**src/rtl/ea2bv_pkg.sv**
```systemverilog
// Shared constants and fixed-point helpers for the Euler angle basis block.
package ea2bv_pkg;

   localparam int unsigned WORD_BITS = 32;
   localparam int unsigned FRAC_Q = 30;
   localparam int unsigned TABLE_DEPTH = 32;

   typedef logic signed [WORD_BITS-1:0] word_type;

   localparam word_type CORDIC_X0 = 32'sd652032874;
   localparam word_type MUL_ROUND = 32'sd536870912;

   localparam word_type ATAN_TABLE [TABLE_DEPTH] = '{
      32'h20000000, 32'h12E4051D, 32'h09FB385B, 32'h051111D4, 32'h028B0D43,
      32'h0145D7E1, 32'h00A2F61E, 32'h00517C55, 32'h0028BE53, 32'h00145F2E,
      32'h000A2F98, 32'h000517CC, 32'h00028BE6, 32'h000145F3, 32'h0000A2F9,
      32'h0000517C, 32'h000028BE, 32'h0000145F, 32'h00000A2F, 32'h00000517,
      32'h0000028B, 32'h00000145, 32'h000000A2, 32'h00000051, 32'h00000028,
      32'h00000014, 32'h0000000A, 32'h00000005, 32'h00000002, 32'h00000001,
      32'h00000000, 32'h00000000
   };

   function automatic word_type mul_q30(input word_type a, input word_type b);
      logic signed [2*WORD_BITS-1:0] aw;
      logic signed [2*WORD_BITS-1:0] bw;
      logic signed [2*WORD_BITS-1:0] p;
      aw = a;
      bw = b;
      p = (aw * bw) + (2*WORD_BITS)'(MUL_ROUND);
      return p[FRAC_Q+WORD_BITS-1:FRAC_Q];
   endfunction

endpackage

```
**src/rtl/ea2bv_cordic.sv**
```systemverilog
// Pipelined rotation-mode CORDIC giving sine and cosine of one binary angle.
module ea2bv_cordic import ea2bv_pkg::*; #(
   parameter int unsigned ANGLE_BITS = 16,
   parameter int unsigned SINE_STAGES = 16
) (
   input  logic                  clock,
   input  logic                  advance,
   input  logic [ANGLE_BITS-1:0] angle,
   output word_type              sine,
   output word_type              cosine
);

   word_type x_ff [SINE_STAGES+1];
   word_type y_ff [SINE_STAGES+1];
   word_type z_ff [SINE_STAGES+1];
   logic     flip_ff [SINE_STAGES+1];
   word_type sine_ff;
   word_type cosine_ff;

   logic [WORD_BITS-1:0] z32;
   logic                 flip_in;
   logic [WORD_BITS-1:0] z_prep;

   always_comb begin
      z32     = {angle, {(WORD_BITS-ANGLE_BITS){1'b0}}};
      flip_in = z32[WORD_BITS-1] ^ z32[WORD_BITS-2];
      z_prep  = {z32[WORD_BITS-1] ^ flip_in, z32[WORD_BITS-2:0]};
   end

   always_ff @(posedge clock) begin
      if (advance) begin
         x_ff[0]    <= CORDIC_X0;
         y_ff[0]    <= '0;
         z_ff[0]    <= word_type'(z_prep);
         flip_ff[0] <= flip_in;
      end
   end

   for (genvar k = 0; k < SINE_STAGES; k++) begin : g_stage
      word_type dx, dy;
      always_comb begin
         dx = y_ff[k] >>> k;
         dy = x_ff[k] >>> k;
      end
      always_ff @(posedge clock) begin
         if (advance) begin
            flip_ff[k+1] <= flip_ff[k];
            if (!z_ff[k][WORD_BITS-1]) begin
               x_ff[k+1] <= x_ff[k] - dx;
               y_ff[k+1] <= y_ff[k] + dy;
               z_ff[k+1] <= z_ff[k] - ATAN_TABLE[k];
            end else begin
               x_ff[k+1] <= x_ff[k] + dx;
               y_ff[k+1] <= y_ff[k] - dy;
               z_ff[k+1] <= z_ff[k] + ATAN_TABLE[k];
            end
         end
      end
   end

   always_ff @(posedge clock) begin
      if (advance) begin
         sine_ff   <= flip_ff[SINE_STAGES] ? -y_ff[SINE_STAGES] : y_ff[SINE_STAGES];
         cosine_ff <= flip_ff[SINE_STAGES] ? -x_ff[SINE_STAGES] : x_ff[SINE_STAGES];
      end
   end

   assign sine   = sine_ff;
   assign cosine = cosine_ff;

endmodule

```
**config.mk**
```make
export PLATFORM = sky130hd
export DESIGN_NAME = ea2bv_cordic
export DESIGN_NICKNAME = d
export VERILOG_FILES = /design/src/rtl/ea2bv_pkg.sv /design/src/rtl/ea2bv_cordic.sv
export SDC_FILE = /design/constraint.sdc
export NUM_CORES = 2
export LEC_CHECK = 0
export BUFFER_PORTS_ARGS = -buffer_cell sky130_fd_sc_hd__clkbuf_2
export CORE_UTILIZATION = 59
export DETAILED_ROUTE_END_ITERATION = 8
export GPL_ROUTABILITY_DRIVEN = 0
export PLACE_DENSITY = 0.78
export SYNTH_ARGS = -nofsm -noshare
export SYNTH_HDL_FRONTEND = slang
export SYNTH_SLANG_ARGS = --single-unit
```
**constraint.sdc**
```tcl
create_clock -name clock -period 5.45 [get_ports clock]
set_clock_uncertainty 0.15 [all_clocks]
set_input_delay 0 -clock clock [delete_from_list [all_inputs] [get_ports clock]]
set_output_delay 0 -clock clock [all_outputs]
set_load 0.01 [all_outputs]
```
==> flow_metrics.tcl <==
set metrics [dict create \
    drt_iter0_drc 8017 \
    path_class "reg2reg" \
    reg2reg_from "y_ff[15][19]$_DFFE_PP_" \
    grt_max_degree 176 \
    clock-root-buffer "clkbuf_16" \
    hold_ws_ns 0.0752 \
    avgRoutedWirePerCell_um 19.2 \
    yosys.area.top_type "edfxtp_1" \
    cts_tree "built" \
    rsz0062_at_grt "true" \
    max_slew_margin 0.279 \
    synth_top_cell_area_share 0.365 \
    syn_area_per_cell_sq_um 9.82 \
    synth_edf_count 1440 \
    synth_ff_type "edfxtp_1" \
    status "finished with violations" \
    fin_crit_ns 5.35 \
    worstPathRequired_ns 5.91 \
    grt_pass1_wl_mm 468 \
    grt_overflow_total 0 \
    drt_pass1_iterations 9 \
    synth_area_leaders "edfxtp_1, ha_1, xnor2_1" \
    period_share 0.981 \
    reg2reg_depth 21 \
    dieArea_sq_mm 0.202 \
    endpoint_kind "flop" \
    fp.coreArea_sq_mm 0.199 \
    rrSetupSlack_ns 0.10 \
    synthesis.area_sq_mm 0.118 \
    min_path_cells 2 \
    antenna_found_initial 4 \
    placed_cell_area_sq_mm 0.123 \
    maxSlewViolCount 0 \
    worst_slew_pin_slew_ns 1.08 \
    layout.cells.non_filler 15100 \
    areaGrowthSynthToFinish_pct 9.04 \
    fin_nets 13800 \
    cts.clk_slew.worst_paths_ns 0.06 \
    place_inst 14800 \
    grt_pass1_vias 92600 \
    dieWidth_um 450 \
    holdCritStartpoint "advance" \
    critPathLaunchType "flop" \
    layout_common_cells "edfxtp_1, ha_1, xnor2_1" \
    synth_cell_types 95 \
    maxCapViolCount 0 \
    setup_viol 0 \
    hold_viol 0 \
    portBuffers 81 \
    synth_nets 13500 \
    start_util 0.594 \
    track_usage 0.279 \
    dp.final_hpwl_mm 225 \
    cts_made_buffers 163 \
    die_height_um 450 \
    antenna_left 0 \
    cts.htree.levels 4 \
    insertion_delay_ns 0.85 \
    avgViaCountPerCell 6.28 \
    cp_cell_sequence "or4_4 -> or3_4 -> nor3_4 -> nand2b_1 -> or3_4 -> nor2_4 -> a21oi_4 -> xor2_2 -> ha_1 -> and4_4 -> a32oi_1 -> o211ai_1 -> o31a_1 -> o21a_1 -> o311a_1 -> o41ai_2 -> buf_4 -> nor3_2 -> o31a_1 -> nor2_2 -> xnor2_1" \
    via_count 94900 \
    hold-path-endpoint "z_ff[9][23]$_DFFE_PP_" \
    violations "design-rule violations" \
    max_freq_mhz 187 \
    cpPeakStageDelay_ns 0.55 \
    ys_seq_area_frac 0.365 \
    r2r_end "x_ff[16][30]$_DFFE_PP_" \
    ys_warn_count 0 \
    drt_wl_total_mm 291 \
    cts_sinks 1440 \
    critPathArrivalTime_ns 5.81 \
    final_cell_area_sq_mm 0.129 \
    num_io_pins 82 \
    path_max_fanout 3 \
    fp-row-count 164 \
    cp_slowest_cell "or4_4" \
    ys_ff_latch 1440 \
    cts_max_path_buffers 3 \
    async_flop_share 0 \
    layout_commonest_cell "edfxtp_1" \
    n_fill_cell 15300 \
    hp-class "in2reg" \
    drc 2 \
    syn_inst 12100 \
    drive_gt1_frac 0.0585 \
]
[cell families (layout without fill, tap and decap cells)]
logic type / Yosys count / count (layout) / synth area share
multiplexers: 99 / 99 / 0.00881
other: 0 / 3 / 0
AND/OR/NAND/NOR: 3053 / 3053 / 0.126
AO/OA/AOI/OAI: 3615 / 3615 / 0.195
buffers and inverters: 659 / 1057 / 0.0211
flip-flops: 1440 / 1440 / 0.365
XOR/XNOR: 1759 / 1759 / 0.130
adder cells (fa/ha/maj): 1432 / 1432 / 0.154
[sequential cells by signal, summed over array words and instances (netlist names)]
name and cells:
y_ff 481, flip_ff 17, z_ff 422, x_ff 456, sine 32, cosine 32
[through the flow]
stage	util	setup slack [ns]	setup TNS [ns]
finish	0.647	0.102	0
global route	0.647	-0.0757	-0.269
floorplan	-	0.237	0
detailed placement	0.615	-0.0454	-0.0505
global placement	0.615	-0.0966	-0.146
CTS	0.645	0.00811	0
[timing repair]
item,in CTS,in global routing
endpoints found under the setup margin,6,47
pin swaps,1,12
buffers inserted,0,13
resized for setup,4,72
endpoints found under the hold margin,601,0
cloned,0,0
hold buffers,33,0
[per-layer routing]
layer / vias to the layer above / track usage / wire (um)
li1: 45500 / - / -
met1: 44900 / 0.331 / 115000
met2: 3539 / 0.487 / 141000
met3: 983 / 0.0407 / 18000
met4: 6 / 0.150 / 16400
met5: - / 0 / 190
[cells in the mapped netlist, types with 31 or more instances]
master,count
edfxtp_1,1440
ha_1,1389
xnor2_1,1210
a21oi_1,1165
nor2_1,890
nand2_1,697
o21ai_0,679
xor2_1,548
a21o_1,520
inv_1,460
nor3_1,275
nand2b_1,210
nand3_1,194
o21a_1,191
o21bai_1,174
clkbuf_1,152
nor2b_1,149
o31ai_1,128
a31oi_1,114
a211oi_1,109
and3_1,104
nand4_1,85
nor4_1,81
or3_1,76
o41ai_1,70
o211ai_1,63
mux2i_1,57
or2_2,55
or4_1,52
and2_1,51
a21boi_0,47
fa_1,43
mux2_2,42
buf_1,35
and4_1,32
a2111oi_0,31
[final cells by class]
type | instances | area (sq um) | area share
sequential | 1440 | 43200 | 0.335
clock buffer | 180 | 4160 | 0.0323
timing repair buffer | 291 | 2170 | 0.0168
inverter | 468 | 1760 | 0.0136
multi-input combinational | 9958 | 73000 | 0.565
antenna | 3 | 7.51 | 0.0000582
clock inverter | 118 | 1440 | 0.0111
tap | 2656 | 3320 | 0.0257
[how the worst max path moves through the flow]
| stage | start | end | slack [ns] | cells past startpoint |
|---|---|---|---|---|
| after global placement | y_ff[15][20]$_DFFE_PP_ | x_ff[16][30]$_DFFE_PP_ | -0.1 | 22 |
| final | y_ff[15][19]$_DFFE_PP_ | x_ff[16][30]$_DFFE_PP_ | 0.10 | 21 |
| after floorplan | y_ff[15][19]$_DFFE_PP_ | x_ff[16][30]$_DFFE_PP_ | 0.24 | 19 |
| after global routing | y_ff[7][10]$_DFFE_PP_ | x_ff[8][29]$_DFFE_PP_ | -0.08 | 19 |
| after detailed placement | y_ff[15][20]$_DFFE_PP_ | x_ff[16][28]$_DFFE_PP_ | -0.05 | 21 |
| after CTS | x_ff[4][9]$_DFFE_PP_ | y_ff[5][31]$_DFFE_PP_ | 0.008 | 18 |
[critical path, delay by kind of cell, from the launching register on]
kind / cells / cell delay (ns)
xor gates and xnor gates: 2 / 0.26
AOI/OAI and AO/OA: 8 / 1.77
buffers and inverters: 1 / 0.17
adders and majority gates: 1 / 0.36
DFF: 1 / 0.41
and+or+nand+nor: 9 / 2.00
Power is not shown: default switching activity piles up to over one toggle a cycle in this logic, so the estimate is an artifact.
